[config.mk]
export PLATFORM = sky130hd
export DESIGN_NAME = lzw_front_flat
export DESIGN_NICKNAME = d
export VERILOG_FILES = /design/src/lzw_pkg.sv /design/src/lzw_in_if.sv /design/src/lzw_front.sv /design/src/flat_wrapper.sv
export SDC_FILE = /design/constraint.sdc
export NUM_CORES = 1
export LEC_CHECK = 0
export BUFFER_PORTS_ARGS = -buffer_cell sky130_fd_sc_hd__buf_2
export CORE_MARGIN = 3
export CORE_UTILIZATION = 50
export CTS_CLUSTER_DIAMETER = 200
export DETAILED_ROUTE_END_ITERATION = 10
export GPL_ROUTABILITY_DRIVEN = 1
export PLACE_DENSITY = 0.77
export SYNTH_ARGS = -nofsm -noshare
export SYNTH_HDL_FRONTEND = slang
export SYNTH_SLANG_ARGS = --single-unit
[constraint.sdc]
create_clock -name i_clk -period 2.6 [get_ports i_clk]
set_input_delay 0.13 -clock i_clk [delete_from_list [all_inputs] [get_ports i_clk]]
set_output_delay 0.13 -clock i_clk [all_outputs]
set_load 0.02 [all_outputs]
[src/lzw_pkg.sv]
// Shared types and constants of the hashed LZW byte compressor.
// No dependencies; the front end, engine, packer, top and checker import this package.
package lzw_pkg;

    localparam int BYTE_W          = 8;
    localparam int PEND_W          = 7;   // at most seven stream bits wait between codes
    localparam int EPOCH_W         = 8;
    localparam int FIRST_FREE_CODE = 256;
    localparam int QUEUE_DEPTH     = 2;
    localparam int PTR_W           = $clog2(QUEUE_DEPTH);

    // One input beat after classification by the front end.
    typedef struct packed {
        logic [BYTE_W-1:0] data_byte;
        logic              end_of_block;
        logic              first_of_block;
    } t_q_item;

    // What the packer is asked to do with the codes of one item.
    typedef struct packed {
        logic has_code;   // emit the miss code
        logic eob;        // emit the closing code, then flush the partial byte
    } t_pack_ctl;

endpackage

[src/lzw_in_if.sv]
// Input channel of the compressor: one uncompressed byte per beat.
// Depends on nothing.
interface lzw_in_if;
    logic       valid;
    logic       ready;
    logic [7:0] data_byte;
    logic       end_of_block;

    modport source (output valid, output data_byte, output end_of_block, input ready);
    modport sink   (input valid, input data_byte, input end_of_block, output ready);
endinterface

[src/lzw_front.sv]
// Front end: accepts input beats, tags the first byte of each block and
// queues them for the dictionary engine. Depends on lzw_pkg and lzw_in_if.
module lzw_front import lzw_pkg::*; (
    input  logic    i_clk,
    input  logic    i_rst_n,
    lzw_in_if.sink  i_in,
    input  logic    i_hold,
    output logic    o_q_valid,
    output t_q_item o_q_item,
    input  logic    i_q_pop
);

    t_q_item          r_q [QUEUE_DEPTH];
    logic [PTR_W:0]   r_wptr;
    logic [PTR_W:0]   r_rptr;
    logic             r_block_open;
    logic             w_full;
    logic             w_push;

    assign w_full = (r_wptr[PTR_W] != r_rptr[PTR_W]) &&
                    (r_wptr[PTR_W-1:0] == r_rptr[PTR_W-1:0]);

    // Nothing is taken while the engine sweeps the dictionary.
    assign i_in.ready = !w_full && !i_hold;
    assign w_push     = i_in.valid && i_in.ready;

    assign o_q_valid = (r_wptr != r_rptr);
    assign o_q_item  = r_q[r_rptr[PTR_W-1:0]];

    always_ff @(posedge i_clk) begin
        if (!i_rst_n) begin
            r_wptr       <= '0;
            r_rptr       <= '0;
            r_block_open <= 1'b0;
        end else begin
            if (w_push) begin
                r_wptr       <= r_wptr + (PTR_W+1)'(1);
                r_block_open <= !i_in.end_of_block;
            end
            if (i_q_pop) begin
                r_rptr <= r_rptr + (PTR_W+1)'(1);
            end
        end
    end

    always_ff @(posedge i_clk) begin
        if (w_push) begin
            r_q[r_wptr[PTR_W-1:0]] <= '{data_byte:      i_in.data_byte,
                                        end_of_block:   i_in.end_of_block,
                                        first_of_block: !r_block_open};
        end
    end

endmodule

[src/flat_wrapper.sv]
// flat-port wrapper written by rule: the top's interface ports become plain ports
module lzw_front_flat import lzw_pkg::*;
  (i_clk, i_rst_n, i_hold, o_q_valid, o_q_item, i_q_pop, i_in_valid, i_in_data_byte, i_in_end_of_block, i_in_ready);
  lzw_in_if i_in_i ();
  input  logic i_clk;
  input  logic i_rst_n;
  input  logic i_hold;
  output logic o_q_valid;
  output t_q_item o_q_item;
  input  logic i_q_pop;
  input wire logic [$bits(i_in_i.valid)-1:0] i_in_valid;
  input wire logic [$bits(i_in_i.data_byte)-1:0] i_in_data_byte;
  input wire logic [$bits(i_in_i.end_of_block)-1:0] i_in_end_of_block;
  output wire logic [$bits(i_in_i.ready)-1:0] i_in_ready;
  assign i_in_i.valid = i_in_valid;
  assign i_in_i.data_byte = i_in_data_byte;
  assign i_in_i.end_of_block = i_in_end_of_block;
  assign i_in_ready = i_in_i.ready;
  lzw_front u_core (.i_clk(i_clk), .i_rst_n(i_rst_n), .i_in(i_in_i), .i_hold(i_hold), .o_q_valid(o_q_valid), .o_q_item(o_q_item), .i_q_pop(i_q_pop));
endmodule
Word level (Yosys, flattened, before mapping) --
Memory sizes are Yosys's and may differ from the RTL's. A register that Yosys moved wholly into a read port is not among the register bits. Cells that the tools add are included.
Word-level totals: register bits 5, bits in latches 0, output and inout port bits 12, memory bits (writable) 20, logic and storage cells 20, memories 1, memory bits (read-only) 0, input port bits 14
Memory list:
- u_core.r_q | words 2, width 10, rd ports 1, clocked after memory_dff 1, wr ports 1, RTL line lzw_front.sv:13 | t_q_item r_q [QUEUE_DEPTH];
Operators by class: $lt $le $gt $ge 0, multiply operators 0, div/mod/pow operators 0, multiplexer cells 4, bitwise gates (word level) 0, add/subtract/negate cells 2, reductions and logical operators 7, equal/unequal tests 3, shifts and indexed selects 0
Operator list (number):
- adder 2 x 1 -> 2 bit (second input constant) | 2
- zero test 1 bit | 4
- 2-to-1 mux 1 bit | 4
- logical AND 1 bit | 3
- inequality test 2 bit | 1
- == test 1 bit | 1
- inequality test 1 bit | 1

Depth between registers and ports, before layout --
depth after elaboration 7, gate-level depth with buffers 3, depth with buffers taken out 3

Worst setup path before layout --
No wires, ideal clock.
path type flip-flop to flip-flop, start point register u_core.r_wptr[1], end point memory u_core.r_q[0][0] (netlist bit), enable pin, stages on the path, launching flop included 4, period minus slack after synthesis 1872 ps, path slack 728 ps, data arrival time 1482 ps, buffers on the path 0, data required time 2210 ps, setup time 390 ps, cells stage by stage dfxtp_1 > xor2_1 > and2_2 > nor3_1
Between the ends: cells in the longest elaborated chain, start to end 7
Ends and longest elaborated chain:
- start, declared | RTL line lzw_front.sv:14 | logic [PTR_W:0] r_wptr;
- start signal, assigned | RTL line lzw_front.sv:37 | r_wptr <= r_wptr + (PTR_W+1)'(1);
- inequality test 1 bit | RTL line lzw_front.sv:20 | assign w_full = (r_wptr[PTR_W] != r_rptr[PTR_W]) &&
- logical AND 1 bit | RTL line lzw_front.sv:20
- zero test 1 bit | RTL line lzw_front.sv:24 | assign i_in.ready = !w_full && !i_hold;
- logical AND 1 bit | RTL line lzw_front.sv:24
- logical AND 1 bit | RTL line lzw_front.sv:25 | assign w_push = i_in.valid && i_in.ready;
- 2-to-1 mux 1 bit | RTL line lzw_front.sv:47 | if (w_push) begin
- 2-to-1 mux 1 bit (not written as such) | RTL line lzw_front.sv:48 | r_q[r_wptr[PTR_W-1:0]] <= '{data_byte: i_in.data_byte,
- end, declared | RTL line lzw_front.sv:13
No other way between the ends.

Final worst setup path --
start point register u_core.r_wptr[1], end point memory u_core.r_q[1][2] (netlist bit), enable pin
Same word-level chain as after synthesis.

==> summary.md <==
| Metric | Value |
|---|---|
| Fin Hold WS | `0.0114 ns` |
| WS Path Type | `reg -> reg` |
| Row count | `15` |
| Area added between synthesis and finish | `24.0%` |
| Diodes inserted | `0` |
| Layout cells sized above 1 | `0.424` |
| Reg clk slew, reported paths | `0.11 ns` |
| CP Data Required Time | `2.63 ns` |
| IO Port Bufs | `25` |
| Crit path DAT | `1.64 ns` |
| DRC viols | `0` |
| PD cells | `611 mW/mm²` |
| FF-to-FF End | `u_core.r_q[1][2]` |
| YS warnings | `0` |
| Ys async rst share | `0` |
| DIE HEIGHT | `51.0 µm` |
| Synth Instances | `64` |
| Longest Clk Path Bufs | `2` |
| Max rail drop VDD | `0.394 mV` |
| Final slew viol count | `0` |
| Peak Freq | `621 MHz` |
| Vias in the first global route | `621` |
| Leak | `0.482 nW` |
| Synth Area per Inst | `15.8 µm²` |
| Hold path depth | `1` |
| Worst-path fanout max | `6` |
| CP bufs+invs | `1` |
| Most common cell in the netlist | `edfxtp_1` |
| Setup-failing EPs final | `0` |
| Switch Pwr | `181 µW` |
| Sequential share of the synthesized area | `0.711` |
| Vias per cell | `4.83` |
| Family with the most delay on the worst path | `compound AO/OA/AOI/OAI gates` |
| Top post-synthesis cells by area | `edfxtp_1 59%, dfxtp_1 12%, mux2_2 11%, mux2i_1 3.0%, xnor2_1 2.6%` |
| # fillers | `141` |
| RSZ-0062 raised after global routing | `no` |
| Worst skew pair latency | `0.31 ns` |
| Cell Int Power | `slightly below 600 µW` |
| Logic pwr share | `0.159` |
| Worst slew margin | `0.648` |
| GRT Residual Overflow | `0` |
| Hold endpoint | `u_core.r_q[1][5]` |
| CP max stage delay | `0.52 ns` |
| Worst hold path type | `in -> reg` |
| First-pass GRT wire length | `around 2700 µm` |
| Launching point of the worst reg2reg path | `u_core.r_wptr[1]` |
| Core area | `0.00182 mm²` |
| Critical Path Start Type | `flop` |
| Reg2Reg Depth | `3` |
| Final hold viol count | `0` |
| Worst setup EP type | `flop` |
| Cell Chain, Critical Path | `xor2_1 > a211oi_2 > buf_4` |
| Main flop type after synthesis | `edfxtp_1` |
| Initial antenna violation count | `0` |
| Yosys cell types | `16` |
| Overall die area | `0.00260 mm²` |
| Worst hold start | `i_in_data_byte[3]` |
| Max Cap Viol | `0` |
| Initial core utilization | `0.557` |
| Setup bufs post-CTS | `0` |
| Final setup skew | `about 0.009 ns` |
| CTS Sinks | `26` |
| I/O pins | `26` |
| Root Buffer | `clkbuf_4` |
| Reg power frac | `0.630` |
| Antenna Violating Nets Remaining | `0` |
| GPL Wtd Cong | `0.643` |
| Die width | `51.0 µm` |
| Synth top area share | `0.593` |
| TritonCTS Buffers | `3` |
| Wire per inst | `12.9 µm` |
| R2R Setup Slk | `0.99 ns` |
| Period utilization | `0.619` |
| Synth area leader | `edfxtp_1` |
| Net Sw Frac | `0.236` |
| Drt pass-1 iters | `3` |
| Placed wire-length estimate | `about 1100 µm` |
| Syn Nets | `78` |
| CTS tree | `done` |
| Post-synth top cells | `20 x edfxtp_1, 10 x mux2_2, 6 x dfxtp_1, 6 x nand2_1` |
| Via Count | `599` |
| Outcome | `finished, final reports clean` |
| Post_cts resized | `0` |
| Sum of negative setup slack | `0 ns` |
| Routed WL | `between 1500 and 2000 µm` |
| Post-synth EDFFs | `20` |
| Nets | `114` |
| GRT Util Overall | `0.142` |
| Minimum clock period | `about 1.6 ns` |
| Clock Power Share | `0.210` |
| Slew at the pin closest to its max-slew limit | `between 0.5 and 0.6 ns` |
| Post-Syn Area | `0.00101 mm²` |
| Slowest-stage cell, CP | `a211oi_2` |
| Post-synthesis register bit count | `26` |
| CTS H-tree depth | `1` |
| Largest net degree at the start of global routing | `15` |
| Drt initial violations | `4` |
[metrics by stage]
stage	util	power, mW	cell area, µm²	setup slack (ns)	cells
floorplan	-	0.568	1010	0.728	64
global placement	0.648	0.608	1180	1.05	115
detailed placement	0.648	0.611	1180	0.999	115
CTS	0.679	0.773	1240	0.964	122
global route	0.690	0.803	1260	0.895	124
finish	0.690	0.768	1260	0.990	124
[cells in the final DEF, fill, tap and decap left out]
master,instances
nor3_1,1
a211oi_2,1
nor2_1,1
edfxtp_1,20
clkbuf_1,1
inv_1,2
and2_2,1
and2_1,3
nand2_1,6
clkbuf_4,3
mux2_2,10
xnor2_1,3
a21oi_1,1
dlygate4sd3_1,5
xor2_1,2
buf_2,25
nand2b_1,3
buf_4,2
mux2i_1,3
dfxtp_1,6
[registers in the layout (all words and copies together) (netlist names), named ones only]
signal               cells
u_core.r_block_open      1
u_core.r_rptr            2
u_core.r_q              20
u_core.r_wptr            2
[repair_timing]
action,4_1_cts,5_1_grt
setup endpoints to repair,0,0
hold buffers,3,2
endpoints found under the hold margin,6,3
[power groups by stage]
stage	Combinational, mW	Sequential [mW]	Clock, mW
after floorplan	0.0819	0.486	0
after global placement	0.115	0.493	0
after detailed placement	0.117	0.494	0
after CTS	0.121	0.485	0.168
after global routing	0.134	0.487	0.182
final	0.122	0.484	0.162
[layout make-up]
class | count | area [µm²] | area share
tap | 25 | 31.3 | 0.0249
sequential | 26 | 721 | 0.574
timing repair buffer | 32 | 190 | 0.151
clock buffer | 4 | 26.3 | 0.0209
multi-input combinational | 35 | 280 | 0.223
inverter | 2 | 7.51 | 0.00598
[worst max-delay path by stage]
stage,from,end,slack [ns],cells after the start
floorplan,u_core.r_wptr[1],u_core.r_q[0][0],0.73,3
global placement,u_core.r_wptr[1],u_core.r_q[1][5],1.05,3
detailed placement,u_core.r_wptr[1],u_core.r_q[1][3],1.0,3
CTS,flop,o_q_item[0],0.96,2
global route,u_core.r_wptr[1],u_core.r_q[1][3],0.89,3
finish,u_core.r_wptr[1],u_core.r_q[1][2],0.99,3
[layer usage]
metal / GRT usage / wire [µm] / up-vias
met5: 0 / 0 / -
met4: 0.0673 / 31 / 0
met3: 0.0262 / 68 / 4
met2: 0.253 / 809 / 17
met1: 0.162 / 690 / 278
li1: - / - / 300
[cell families after synthesis]
kind of cell	after synthesis	share of synthesized area
simple gates	15	0.0753
buf+inv	3	0.0123
flops	26	0.711
xor+xnor	5	0.0432
compound gates	2	0.0173
mux	13	0.141
No activity file was read; power rests on OpenSTA's default activity.
