--- src/lzw_pkg.sv ---
// Shared types and constants of the hashed LZW byte compressor.
// No dependencies; the front end, engine, packer, top and checker import this package.
package lzw_pkg;

    localparam int BYTE_W          = 8;
    localparam int PEND_W          = 7;   // at most seven stream bits wait between codes
    localparam int EPOCH_W         = 8;
    localparam int FIRST_FREE_CODE = 256;
    localparam int QUEUE_DEPTH     = 2;
    localparam int PTR_W           = $clog2(QUEUE_DEPTH);

    // One input beat after classification by the front end.
    typedef struct packed {
        logic [BYTE_W-1:0] data_byte;
        logic              end_of_block;
        logic              first_of_block;
    } t_q_item;

    // What the packer is asked to do with the codes of one item.
    typedef struct packed {
        logic has_code;   // emit the miss code
        logic eob;        // emit the closing code, then flush the partial byte
    } t_pack_ctl;

endpackage

--- src/lzw_out_if.sv ---
// Output channel of the compressor: one byte of the packed code stream per beat.
// Depends on nothing.
interface lzw_out_if;
    logic       valid;
    logic       ready;
    logic [7:0] packed_byte;
    logic       last_of_run;
    logic       last_of_block;

    modport source (output valid, output packed_byte, output last_of_run,
                    output last_of_block, input ready);
    modport sink   (input valid, input packed_byte, input last_of_run,
                    input last_of_block, output ready);
endinterface

--- src/lzw_pack.sv ---
// Back end: packs codes LSB first into bytes and drives the output register.
// Depends on lzw_pkg and lzw_out_if.
module lzw_pack import lzw_pkg::*; #(
    parameter int CODE_BITS = 12
) (
    input  logic                 i_clk,
    input  logic                 i_rst_n,
    input  logic                 i_cmd_valid,
    output logic                 o_cmd_ready,
    input  logic [CODE_BITS-1:0] i_code1,
    input  logic [CODE_BITS-1:0] i_code2,
    input  t_pack_ctl            i_ctl,
    lzw_out_if.source            o_out
);

    localparam int ACC_W = PEND_W + 2 * CODE_BITS;
    localparam int CNT_W = $clog2(ACC_W + 1);

    logic                 r_busy;
    logic [ACC_W-1:0]     r_acc;
    logic [CNT_W-1:0]     r_cnt;
    logic                 r_eob;
    logic [PEND_W-1:0]    r_pend;
    logic [2:0]           r_pcnt;
    logic                 r_out_valid;
    logic [BYTE_W-1:0]    r_out_byte;
    logic                 r_out_run;
    logic                 r_out_blk;

    logic                 w_load;
    logic                 w_emit;
    logic                 w_done;
    logic [CNT_W-1:0]     w_sh2;
    logic [ACC_W-1:0]     w_acc;
    logic [CNT_W-1:0]     w_cnt;

    assign o_cmd_ready = !r_busy;
    assign w_load      = i_cmd_valid && !r_busy;

    // The waiting bits, then the miss code, then the closing code, all LSB first.
    assign w_sh2 = CNT_W'(r_pcnt) + (i_ctl.has_code ? CNT_W'(CODE_BITS) : '0);
    assign w_cnt = w_sh2 + (i_ctl.eob ? CNT_W'(CODE_BITS) : '0);
    assign w_acc = ACC_W'(r_pend)
                 | (i_ctl.has_code ? (ACC_W'(i_code1) << r_pcnt) : '0)
                 | (i_ctl.eob      ? (ACC_W'(i_code2) << w_sh2)  : '0);

    assign w_emit = r_busy && (!r_out_valid || o_out.ready);
    // At block end the partial byte goes out too, with its high bits zero.
    assign w_done = r_eob ? (r_cnt <= CNT_W'(8)) : (r_cnt < CNT_W'(16));

    always_ff @(posedge i_clk) begin
        if (!i_rst_n) begin
            r_busy      <= 1'b0;
            r_pend      <= '0;
            r_pcnt      <= '0;
            r_out_valid <= 1'b0;
        end else begin
            if (w_load) begin
                r_busy <= 1'b1;
            end else if (w_emit && w_done) begin
                r_busy <= 1'b0;
                if (r_eob) begin
                    r_pend <= '0;
                    r_pcnt <= '0;
                end else begin
                    r_pend <= r_acc[BYTE_W +: PEND_W];
                    r_pcnt <= r_cnt[2:0];
                end
            end
            if (w_emit) begin
                r_out_valid <= 1'b1;
            end else if (o_out.ready) begin
                r_out_valid <= 1'b0;
            end
        end
    end

    always_ff @(posedge i_clk) begin
        if (w_load) begin
            r_acc <= w_acc;
            r_cnt <= w_cnt;
            r_eob <= i_ctl.eob;
        end else if (w_emit) begin
            r_acc <= r_acc >> BYTE_W;
            r_cnt <= r_cnt - CNT_W'(8);
        end
        if (w_emit) begin
            r_out_byte <= r_acc[BYTE_W-1:0];
            r_out_run  <= w_done;
            r_out_blk  <= w_done && r_eob;
        end
    end

    assign o_out.valid         = r_out_valid;
    assign o_out.packed_byte   = r_out_byte;
    assign o_out.last_of_run   = r_out_run;
    assign o_out.last_of_block = r_out_blk;

endmodule

--- src/flat_wrapper.sv ---
// flat-port wrapper written by rule: the top's interface ports become plain ports
module lzw_pack_flat import lzw_pkg::*;
#(
    parameter int CODE_BITS = 12
)
  (i_clk, i_rst_n, i_cmd_valid, o_cmd_ready, i_code1, i_code2, i_ctl, o_out_valid, o_out_packed_byte, o_out_last_of_run, o_out_last_of_block, o_out_ready);
  lzw_out_if o_out_i ();
  input  logic i_clk;
  input  logic i_rst_n;
  input  logic i_cmd_valid;
  output logic o_cmd_ready;
  input  logic [CODE_BITS-1:0] i_code1;
  input  logic [CODE_BITS-1:0] i_code2;
  input  t_pack_ctl i_ctl;
  output wire logic [$bits(o_out_i.valid)-1:0] o_out_valid;
  output wire logic [$bits(o_out_i.packed_byte)-1:0] o_out_packed_byte;
  output wire logic [$bits(o_out_i.last_of_run)-1:0] o_out_last_of_run;
  output wire logic [$bits(o_out_i.last_of_block)-1:0] o_out_last_of_block;
  input wire logic [$bits(o_out_i.ready)-1:0] o_out_ready;
  assign o_out_valid = o_out_i.valid;
  assign o_out_packed_byte = o_out_i.packed_byte;
  assign o_out_last_of_run = o_out_i.last_of_run;
  assign o_out_last_of_block = o_out_i.last_of_block;
  assign o_out_i.ready = o_out_ready;
  lzw_pack #(.CODE_BITS(CODE_BITS)) u_core (.i_clk(i_clk), .i_rst_n(i_rst_n), .i_cmd_valid(i_cmd_valid), .o_cmd_ready(o_cmd_ready), .i_code1(i_code1), .i_code2(i_code2), .i_ctl(i_ctl), .o_out(o_out_i));
endmodule
--- config.mk ---
export PLATFORM = sky130hd
export DESIGN_NAME = lzw_pack_flat
export DESIGN_NICKNAME = d
export VERILOG_FILES = /design/src/lzw_pkg.sv /design/src/lzw_out_if.sv /design/src/lzw_pack.sv /design/src/flat_wrapper.sv
export SDC_FILE = /design/constraint.sdc
export NUM_CORES = 1
export LEC_CHECK = 0
export BUFFER_PORTS_ARGS = -buffer_cell sky130_fd_sc_hd__buf_2
export CORE_UTILIZATION = 40
export CTS_BUF_LIST = sky130_fd_sc_hd__clkbuf_4
export DETAILED_ROUTE_END_ITERATION = 16
export PLACE_DENSITY = 0.68
export RECOVER_POWER = 50
export SYNTH_ARGS = -nofsm -noshare
export SYNTH_HDL_FRONTEND = slang
export SYNTH_SLANG_ARGS = --single-unit
--- constraint.sdc ---
create_clock -name i_clk -period 2.7 [get_ports i_clk]
set_clock_uncertainty 0.1 [all_clocks]
set_input_delay 0.54 -clock i_clk [delete_from_list [all_inputs] [get_ports i_clk]]
set_output_delay 0.54 -clock i_clk [all_outputs]
set_load 0.005 [all_outputs]
* After elaboration in Yosys (flattened, before gate mapping) *
Cells that the tools add are included.
W data, S select, Z words.

storage, ports and cells
  word-level logic and storage cells = 46
  ROM bits = 0
  memories kept = 0
  flip-flop bits (word level) = 59
  RAM bits = 0
  bits in latches = 0
  output and inout bits = 12
  input port bits = 30

cells by class
  divide/modulo/power cells = 0
  equality and inequality tests = 0
  reductions and logical operators = 11
  magnitude comparators = 2
  shift-type cells = 2
  add/subtract/negate cells = 3
  multiplexer cells = 15
  multipliers = 0
  bitwise logic cells = 3

operator list
  kind                   number
  $mux W31               4
  $or A31 B31 Y31        1
  $or A7 B31 Y31         1
  $shl A12 B3 Y31        1
  $shl A12 B5 Y31        1
  $mux W5                2
  $mux W4                2
  $mux W7                1
  $reduce_bool A2 Y1     3
  $add A3 B5 Y5          1
  $add A5 B5 Y5          1
  $le A5 B4 Y1 const B   1
  $lt A5 B5 Y1 const B   1
  $mux W1                5
  $sub A5 B4 Y5 const B  1
  $logic_and A1 B1 Y1    4
  $mux W3                1
  $logic_not A1 Y1       2
  $reduce_and A2 Y1      1
  $logic_or A1 B1 Y1     1
  $not A1 Y1             1

* Logic depth before layout (Yosys ltp) *
Gate-level depths: netlist of the first run.

  depth in word-level cells = 6
  depth in mapped cells = 10
  mapped depth without buffers = 7

* Worst setup path after synthesis of the first run *
No wires, ideal clock.

  kind = register to register
  start = reg u_core.r_pcnt[2]
  end = reg u_core.r_cnt[3], data pin
  arrival = 2,189 ps
  buffers on the path = 2
  required time = 2,328 ps
  cell stages (with the launch flop) = 10
  period minus slack after synthesis = 2,560 ps
  path slack = 140 ps
  setup time = 272 ps
  cells stage by stage = dfxtp_1 -> clkinv_1 -> ha_1 -> clkbuf_1 -> inv_1 -> clkbuf_1 -> ha_1 -> inv_1 -> fa_1 -> a21oi_1

between the ends
  longest elaborated chain between the ends = 3

ends and longest elaborated chain
  item                      RTL line        source
  start: declaration        lzw_pack.sv:24  logic [2:0] r_pcnt;
  start signal: assignment  lzw_pack.sv:67  r_pcnt <= r_cnt[2:0];
  $add A3 B5 Y5             lzw_pack.sv:41  assign w_sh2 = CNT_W'(r_pcnt) + (i_ctl.has_code ? CNT_W'(CODE_BITS) : '0);
  $add A5 B5 Y5             lzw_pack.sv:42  assign w_cnt = w_sh2 + (i_ctl.eob ? CNT_W'(CODE_BITS) : '0);
  $mux W5                   lzw_pack.sv:79  if (w_load) begin
  end signal: assignment    lzw_pack.sv:81  r_cnt <= w_cnt;
  end signal: assignment    lzw_pack.sv:85  r_cnt <= r_cnt - CNT_W'(8);
  end: declaration          lzw_pack.sv:21  logic [CNT_W-1:0] r_cnt;

Every way passes these cells.
A chain may end at the register's enable or synchronous reset.

* Worst setup path after layout of the first run *
  start = reg u_core.r_pcnt[2]
  end = reg u_core.r_acc[13], data pin

between the ends
  longest elaborated chain between the ends = 5
  elaborated cells between the ends (all ways) = 8
  classes of those cells = add/sub: 1; shift: 2; mux: 3; bitwise: 2

ends and longest elaborated chain
  item                                                     RTL line                        source
  $add A3 B5 Y5 / $shl A12 B3 Y31 (equally long branches)  lzw_pack.sv:41, lzw_pack.sv:44
  $shl A12 B5 Y31 / $mux W31 (equally long branches)       lzw_pack.sv:45, lzw_pack.sv:44
  $mux W31 / $or A7 B31 Y31 (equally long branches)        lzw_pack.sv:45, lzw_pack.sv:44
  $or A31 B31 Y31 (*)                                      lzw_pack.sv:45                  | (i_ctl.eob ? (ACC_W'(i_code2) << w_sh2) : '0);
  $mux W31 (*)                                             lzw_pack.sv:79
  end signal: assignment                                   lzw_pack.sv:80                  r_acc <= w_acc;
  end signal: assignment                                   lzw_pack.sv:84                  r_acc <= r_acc >> BYTE_W;
  end: declaration                                         lzw_pack.sv:20                  logic [ACC_W-1:0] r_acc;

Mark *: on every way between the ends. The rest lies on a longest branch, timed or not.

==> out/qor.txt, run 1 <==
Status: finished, violations left
Failing checks: max-capacitance violations, max-slew violations
Post-synth ARST share: 0%
Worst setup EP type: register
Vias in the first global route: 3,315
Post-Synth Adder-Cell Area: 3.04%
Met2 Use GR: 36.4%
P per Cell Area: 493 nW/µm²
Htree depth: 3
GPL Wtd Cong: 1.05
Hold Fails Final Rpt: 0
Dpl hpwl: 8350 µm
Max_cap viols: 1
Avg Inst Size Synth: 10.0 µm²
Router iterations before antenna repair: 8
Fin nets: 487
CTS tree: yes
Total Routed Length: 11,300 µm
WL/cell: 19.3 µm
Inst Count DP: 571
Max-slew violation count: 34
Grt met1 use: 30.3%
Initial antenna violation count: 0
# diodes: 0
Max Clk Rate: 398 MHz
DIE WIDTH: 102 µm
Clock root buffer: clkbuf_4
Mux cell area share after synthesis: 16.7%
Clock buffer depth: 2
Die height: 102 µm
Ys flop type: edfxtp_1
Syn Nets: 441
Met3 Use GR: 3.97%
Critical path class: reg -> reg
Num rows: 36
Leak: 1.63 nW
DP Area: 4420 µm²
Worst Max-Slew Pin Slew: 1500 ps
Sequential area share after synthesis: 41.0%
Critical Path Start Type: register
Core Box Area: 9770 µm²
Worst EP arrival: 2570 ps
Final routed DRC violation total: 0
Clk sink count: 59
Gr ovfl total: 0
Later-pin clock latency in the skew report: 400 ps
I/O Buffers: 41
Final setup viols: 0
Max_slew headroom: -0.311%
DR vias/cell: 5.89
First-pass GRT wire length: 17,800 µm
Num ports: 42
Post-route cell area: 4510 µm²
Die ar.: 10,500 µm²
Clk pin slew, worst setup/hold paths: 110 ps
Final setup margin: 188 ps
Final antenna-violating net count: 0
Setup WS pre-CTS: 68.8 ps
Synth Area in Simple Gates: 18.2%
Synth Instances: 403
Worst min path class: reg -> reg
Compound-Gate Fraction of Synth Area: 15.6%
Number of synthesized register bits: 59
Layout cells sized above 1: 20.7%
Max IR drop VDD: 0.000164 V
DR vias: 3,458
# Post-CTS Setup Buffers: 0
XOR/XNOR Fraction of Synth Area: 0%
Largest net degree at the start of global routing: 42
RSZ-0062 raised after global routing: no
# hold bufs at CTS: 0
Post-route setup TNS: 0 ps
CTS Buf Count: 9
Post-synth top area share: 35.0%
Total chip power: 2.22 mW
Combinational family with the most area after synthesis: simple AND/OR/NAND/NOR gates
Initial drt markers: 390
Layer carrying the most global-route usage: met2
Synth area leaders: edfxtp_1 (35%), dfxtp_1 (6.0%), mux2i_1 (6.0%), mux2_2 (4.5%), nand2_1 (4.4%)
Crit path required time: 2760 ps
Synth warn: 0
Final Non-Filler Cells: 587
Synth-to-Final Area Change: 11.9%
Post-CTS sizing: 0
Post-Syn Area: 4030 µm²
Number of synthesized flops with an enable pin: 47
Gr usage total: 23.1%
Tmin final: 2510 ps
Cell taking the most area after synthesis: edfxtp_1
Initial Util: 41.2%
Final period util: 93.0%
Worst Path Max Fanout: 13
Yosys cell types: 59
==> placed cells by master (no fill, tap or decap), types with 10 or more instances in the layout <==
cell | netlist | layout
dfxtp_1 | 12 | 12
clkbuf_1 | 15 | 13
o21ai_0 | 15 | 15
nand2_1 | 47 | 47
mux2_2 | 16 | 16
nand4b_1 | 10 | 10
buf_4 | 7 | 21
buf_2 | 3 | 30
inv_1 | 10 | 10
nor2_1 | 41 | 41
a21oi_1 | 17 | 17
edfxtp_1 | 47 | 47
mux2i_1 | 24 | 24
nand3_1 | 13 | 13
==> layer usage <==
| metal | vias up | share of wire [%] |
|---|---|---|
| li1 | 1606 | - |
| met1 | 1649 | 43 |
| met2 | 161 | 47 |
| met3 | 42 | 6.3 |
| met4 | 0 | 4.2 |
| met5 | - | 0 |
==> worst paths after layout <==
check | start | end | slack [ps] | cells after the start
setup reg to reg | u_core.r_pcnt[2] | u_core.r_acc[13] | 190 | 7
hold / removal | u_core.r_acc[2] | u_core.o_out.packed_byte[2] | 320 | 0
hold reg to reg | u_core.r_acc[2] | u_core.o_out.packed_byte[2] | 320 | 0
setup / recovery | u_core.r_pcnt[2] | u_core.r_acc[13] | 190 | 7
==> registers in the layout, indices dropped and copies added (netlist names) <==
signal and count:
u_core.o_out.last_of_run 1, u_core.o_out.packed_byte 8, u_core.o_out.last_of_block 1, u_core.r_busy 1, u_core.o_out.valid 1, u_core.r_acc 31
u_core.r_pend 7, u_core.r_cnt 5, u_core.r_eob 1, u_core.r_pcnt 3
==> final cells by class <==
class	instances	area (µm²)
multi-input combinational	302	2160
clock buffer	9	67.6
sequential	59	1650
clock inverter	7	43.8
tap	133	166
timing repair buffer	65	377
inverter	12	45.0
fill	955	5270
==> power by group <==
group / internal [mW] / switching, mW / total, mW / leakage, nW
Combinational: 0.203 / 0.334 / 0.537 / 1.01
Clock: 0.184 / 0.349 / 0.533 / 0.0534
Sequential: 1.11 / 0.0419 / 1.15 / 0.565
==> stage by stage <==
stage / util (%) / hold slack (ps)
finish: 46.1 / 318
global route: 46.1 / 314
CTS: 46.3 / 292
detailed placement: 45.2 / 305
global placement: 45.2 / 300
floorplan: - / 300
==> logic make-up after synthesis <==
logic type               count (synthesis)
AO/OA/AOI/OAI                           93
buffers and inverters                   42
multiplexers                            52
AND/OR/NAND/NOR                        149
adder cells (fa/ha/maj)                  8
flip-flops                              59
==> synthesized netlist by cell type, types with 7 or more instances <==
cell type / instances
edfxtp_1: 47
nor2_1: 41
nand4b_1: 10
mux2i_1: 24
nand3_1: 13
nor2b_1: 7
a21oi_1: 17
dfxtp_1: 12
nor3_1: 8
mux2_2: 16
buf_4: 7
nand2_1: 47
a22oi_1: 8
inv_1: 10
a21boi_0: 7
clkbuf_1: 15
o21ai_0: 15
==> critical path, cell delays in order, from the launching register on <==
cell       delay, ps
dfxtp_1          360
clkinv_1         130
ha_1             600
nand2_1          120
a2111oi_0        390
nor3_1           170
a32oi_1          310
o21ai_1           80
(Power assumes the default switching activity.)
==> inputs of run 2 (changes only) <==
- PLACE_DENSITY: 0.68 -> unset
- PLACE_DENSITY_LB_ADDON: unset -> 0.08
==> run 2 against run 1 <==
  * The flow now finishes without violations
  * Critical path depth unchanged
  * Cell area up 0.81%
  * First-iteration DRC count down 44%
  * Largest power group unchanged
  * Critical path type unchanged
==> out/qor.txt, run 2 (synthesized netlist as in run 1, its figures left out) <==
Max_cap viols: 0
First-pass GRT wire length: 18,300 µm
# Post-CTS Setup Buffers: 0
Fin nets: 485
Most frequent cells in the layout: nand2_1 (47), edfxtp_1 (47), nor2_1 (41), buf_2 (31), mux2i_1 (24)
CTS tree: yes
GPL Wtd Cong: 0.876
Worst min path class: in -> reg
Post-CTS sizing: 0
Clk sink count: 59
Clock buffer depth: 2
Register area: 1650 µm²
Setup WS pre-CTS: 139 ps
Critical Path Start Type: register
Worst Max-Slew Pin Slew: 858 ps
Max-slew violation count: 0
Initial Util: 41.2%
Fillers: 984
Largest net degree at the start of global routing: 42
Tmin final: 2340 ps
Reg with most FFs: u_core.r_acc
Final period util: 86.7%
Vias in the first global route: 3,223
Max Clk Rate: 427 MHz
Clk pin slew, worst setup/hold paths: 120 ps
Layout cells sized above 1: 21.7%
RSZ-0062 raised after global routing: no
# diodes: 0
Synth-to-Final Area Change: 12.8%
Fin util: 46.5%
Count of buffer and inverter cells on the critical path: 1
Cell family with most CP delay: compound AO/OA/AOI/OAI gates
Leak: 1.65 nW
Dpl hpwl: 8580 µm
Final setup margin: 358 ps
Max_slew headroom: 42.8%
Gr usage total: 24.1%
Clock root buffer: clkbuf_4
Status: finished clean
Post-route setup TNS: 0 ps
Final antenna-violating net count: 0
Initial drt markers: 219
Router iterations before antenna repair: 5
CTS Buf Count: 9
Area occupied by multi-input gates: 2160 µm²
Later-pin clock latency in the skew report: 410 ps
Num ports: 42
Total Routed Length: 11,900 µm
Gr ovfl total: 0
Hold Fails Final Rpt: 0
Final setup viols: 0
Max IR drop VDD: 0.000219 V
Largest stage delay on the critical path: 540 ps
WL/cell: 20.3 µm
Crit-path slowest cell: ha_1
Critical path cell sequence: clkinv_1 -> ha_1 -> nand2_1 -> a2111oi_0 -> nor3_1 -> a32oi_1 -> o21ai_1
Largest register FFs: 31
Crit path required time: 2770 ps
Die ar.: 10,500 µm²
# hold bufs at CTS: 0
Initial antenna violation count: 0
Critical path class: reg -> reg
Worst EP arrival: 2420 ps
Final routed DRC violation total: 0
Worst setup EP type: register
Die height: 102 µm
I/O Buffers: 41
DR vias/cell: 5.88
Worst Path Max Fanout: 12
P per Cell Area: 501 nW/µm²
DR vias: 3,440
Core Box Area: 9770 µm²
Num rows: 36
Htree depth: 3
DIE WIDTH: 102 µm
-- run 2: cell types whose count changed in the layout (fill, tap and decap cells not counted), moves of 2 or more --
cell	change
clkbuf_1	-3
clkinv_1	-2
buf_12	+3
buf_4	-3
-- run 2: worst min-delay path, stage by stage --
cell	delay, ps
buf_2	70
nand2b_1	100
a21boi_0	70
-- run 2: where the power goes --
part / switching [mW] / internal [mW] / total (mW) / leakage, nW
clock network: 0.368 / 0.199 / 0.567 / 0.0588
logic: 0.347 / 0.215 / 0.562 / 1.02
registers: 0.0376 / 1.11 / 1.15 / 0.565
total: 0.753 / 1.52 / 2.28 / 1.65
-- run 2: through the flow --
step	hold slack [ps]	cell area [µm²]	std cells	power, mW
floorplan	300	4030	403	1.51
global placement	301	4440	569	1.73
detailed placement	305	4440	569	1.73
CTS	301	4560	585	2.29
global route	304	4540	585	2.38
finish	312	4540	585	2.28
-- run 2: layer usage --
metal  vias up  track usage, %  share of wire [%]
li1       1597               -                  -
met1      1681            29.7                 42
met2       132            40.6                 49
met3        30            5.27                5.2
met4         0            10.9                3.5
met5         -               0                  0
-- run 2: path summary, 6_finish.rpt --
kind                          from                           to  slack, ps  cells past startpoint
setup / recovery  u_core.r_pcnt[2]             u_core.r_acc[13]        360                      7
hold / removal         o_out_ready           u_core.o_out.valid        310                      3
setup reg to reg  u_core.r_pcnt[2]             u_core.r_acc[13]        360                      7
hold reg to reg    u_core.r_acc[0]  u_core.o_out.packed_byte[0]        330                      0
-- run 2: final cells by class --
class	count	share of cell area (%)
Multi-Input combinational cell	302	47.5
Sequential cell	59	36.3
Clock buffer	10	1.65
Tap cell	133	3.66
Timing Repair Buffer	63	8.98
Inverter	12	0.991
Clock inverter	6	0.909
==> inputs of run 3 (changes only) <==
- CORE_UTILIZATION: 40 -> 41
- SLEW_MARGIN: unset -> 30
- clock period: 2.7 -> 2.6 ns (I/O delays scaled with it)
==> run 3 against run 2 <==
  * Via count is 1.0% lower
  * Cell area is 0.96% higher
  * Clock-buffer cell count up 1
  * First-iteration DRC count increased by 26%
  * Flip-flop and latch count did not move
  * Critical path type unchanged
  * Fmax down 2.3%
  * Cell count unchanged
  * Largest cell class unchanged
  * Utilization up 2.5 points
  * Worst hold slack better by 6.7 ps
==> out/qor.txt, run 3 (synthesized netlist as in run 1, its figures left out) <==
Status: finished clean
Max-slew violation count: 0
Worst reg2reg path depth: 6
Tmin final: 2400 ps
Post-route setup TNS: 0 ps
Critical Path Start Type: register
Worst Max-Slew Pin Slew: 848 ps
Largest stage delay on the critical path: 520 ps
Final period util: 92.2%
Critical path class: reg -> reg
Total chip power: 2.55 mW
Fillers: 930
DR vias/cell: 5.82
Total Routed Length: 11,500 µm
Setup crit end: u_core.r_acc[5]
Vias in the first global route: 3,407
Clk sink count: 59
Gr ovfl total: 0
Dpl hpwl: 8270 µm
Post-CTS sizing: 0
Max Clk Rate: 417 MHz
DR vias: 3,404
Start of the worst register-to-register path: u_core.r_pcnt[2]
Htree depth: 3
Most frequent cells in the layout: nand2_1 (47), edfxtp_1 (47), nor2_1 (41), buf_2 (34), mux2i_1 (24)
# hold bufs at CTS: 0
Max_cap viols: 0
Worst min path class: in -> reg
Hold path startpoint: o_out_ready
# diodes: 0
Max IR drop VDD: 0.000220 V
Crit-path slowest cell: ha_1
Cell family with most CP delay: compound AO/OA/AOI/OAI gates
Worst Path Max Fanout: 26
Layout cells sized above 1: 22.6%
Num ports: 42
CTS Buf Count: 9
Hold Fails Final Rpt: 0
RSZ-0062 raised after global routing: no
Worst EP arrival: 2440 ps
Core Box Area: 9370 µm²
Later-pin clock latency in the skew report: 400 ps
Leak: 1.69 nW
Area occupied by multi-input gates: 2160 µm²
I/O Buffers: 41
Clk pin slew, worst setup/hold paths: 120 ps
P per Cell Area: 555 nW/µm²
Worst setup EP type: register
Initial drt markers: 277
Clock root buffer: clkbuf_4
Synth-to-Final Area Change: 13.8%
Count of buffer and inverter cells on the critical path: 2
Largest register FFs: 31
DIE WIDTH: 101 µm
Gr usage total: 24.2%
Critical path cell sequence: clkinv_1 -> ha_1 -> buf_4 -> o21ai_0 -> a211oi_1 -> a21oi_1
Reg with most FFs: u_core.r_acc
GPL Wtd Cong: 0.877
Initial antenna violation count: 0
Final antenna-violating net count: 0
First-pass GRT wire length: 18,200 µm
DP Area: 4440 µm²
Num rows: 35
Crit path required time: 2650 ps
Worst setup startpoint: u_core.r_pcnt[2]
Final setup viols: 0
WL/cell: 19.6 µm
Largest net degree at the start of global routing: 42
Final routed DRC violation total: 0
Die ar.: 10,200 µm²
Cell count along the critical path: 6
Max_slew headroom: 43.5%
Initial Util: 43.0%
Post-route cell area: 4590 µm²
CTS tree: yes
# Post-CTS Setup Buffers: 0
FF-to-FF setup slack: 200 ps
Critical R2R Capture: u_core.r_acc[5]
Router iterations before antenna repair: 5
Die height: 101 µm
Clock buffer depth: 2
Fin nets: 489
Register area: 1650 µm²
## run 3: changes by cell type in the layout (fill, tap and decap cells not counted), sizes merged
cell / before / now
buf: 53 / 59
clkinvlp: 3 / 0
bufinv: 0 / 2
clkbuf: 20 / 19
clkinv: 4 / 5
inv: 11 / 10
## run 3: per-stage QoR
step           instances  hold WS [ps]  setup WS, ps  util (%)
2_1_floorplan        403           300          39.6         -
3_3_place_gp         569           303           118      47.4
3_5_place_dp         569           308          51.0      47.4
4_1_cts              585           294           226      49.1
5_1_grt              585           333          48.1      49.0
6_report             585           319           202      49.0
## run 3: worst min-delay path by stage
stage / slack [ps] / depth (start not counted) / to
after floorplan: 300 / 0 / u_core.o_out.packed_byte[0]
after detailed placement: 310 / 0 / u_core.o_out.packed_byte[5]
final: 320 / 3 / u_core.o_out.valid
after global routing: 330 / 3 / u_core.o_out.valid
after global placement: 300 / 0 / u_core.o_out.packed_byte[3]
after CTS: 290 / 3 / u_core.o_out.valid
## run 3: final cells by class
cell class | instances | share of cell area (%)
repair buffers | 67 | 9.00
inverters | 12 | 0.982
multi-input cells | 302 | 47.0
flip-flops and latches | 59 | 36.0
well taps | 129 | 3.52
clock buffers | 11 | 1.80
clock inverters | 5 | 1.69
## run 3: worst reg2reg max path, stage by stage, from the launching register on
cell and delay (ps):
dfxtp_1 360, clkinv_1 160, ha_1 520, buf_4 330
o21ai_0 280, a211oi_1 280, a21oi_1 110
## run 3: routing by layer
layer	up-vias	global-route usage, %	routed length, µm
met4	0	11.6	434
li1	1607	-	-
met1	1657	29.8	4830
met3	27	4.90	656
met5	-	0	0
met2	113	40.7	5560
## run 3: power breakdown
part	switching, mW	internal, mW
clock	0.369	0.410
sequential	0.0405	1.15
combinational	0.353	0.222
total	0.763	1.78
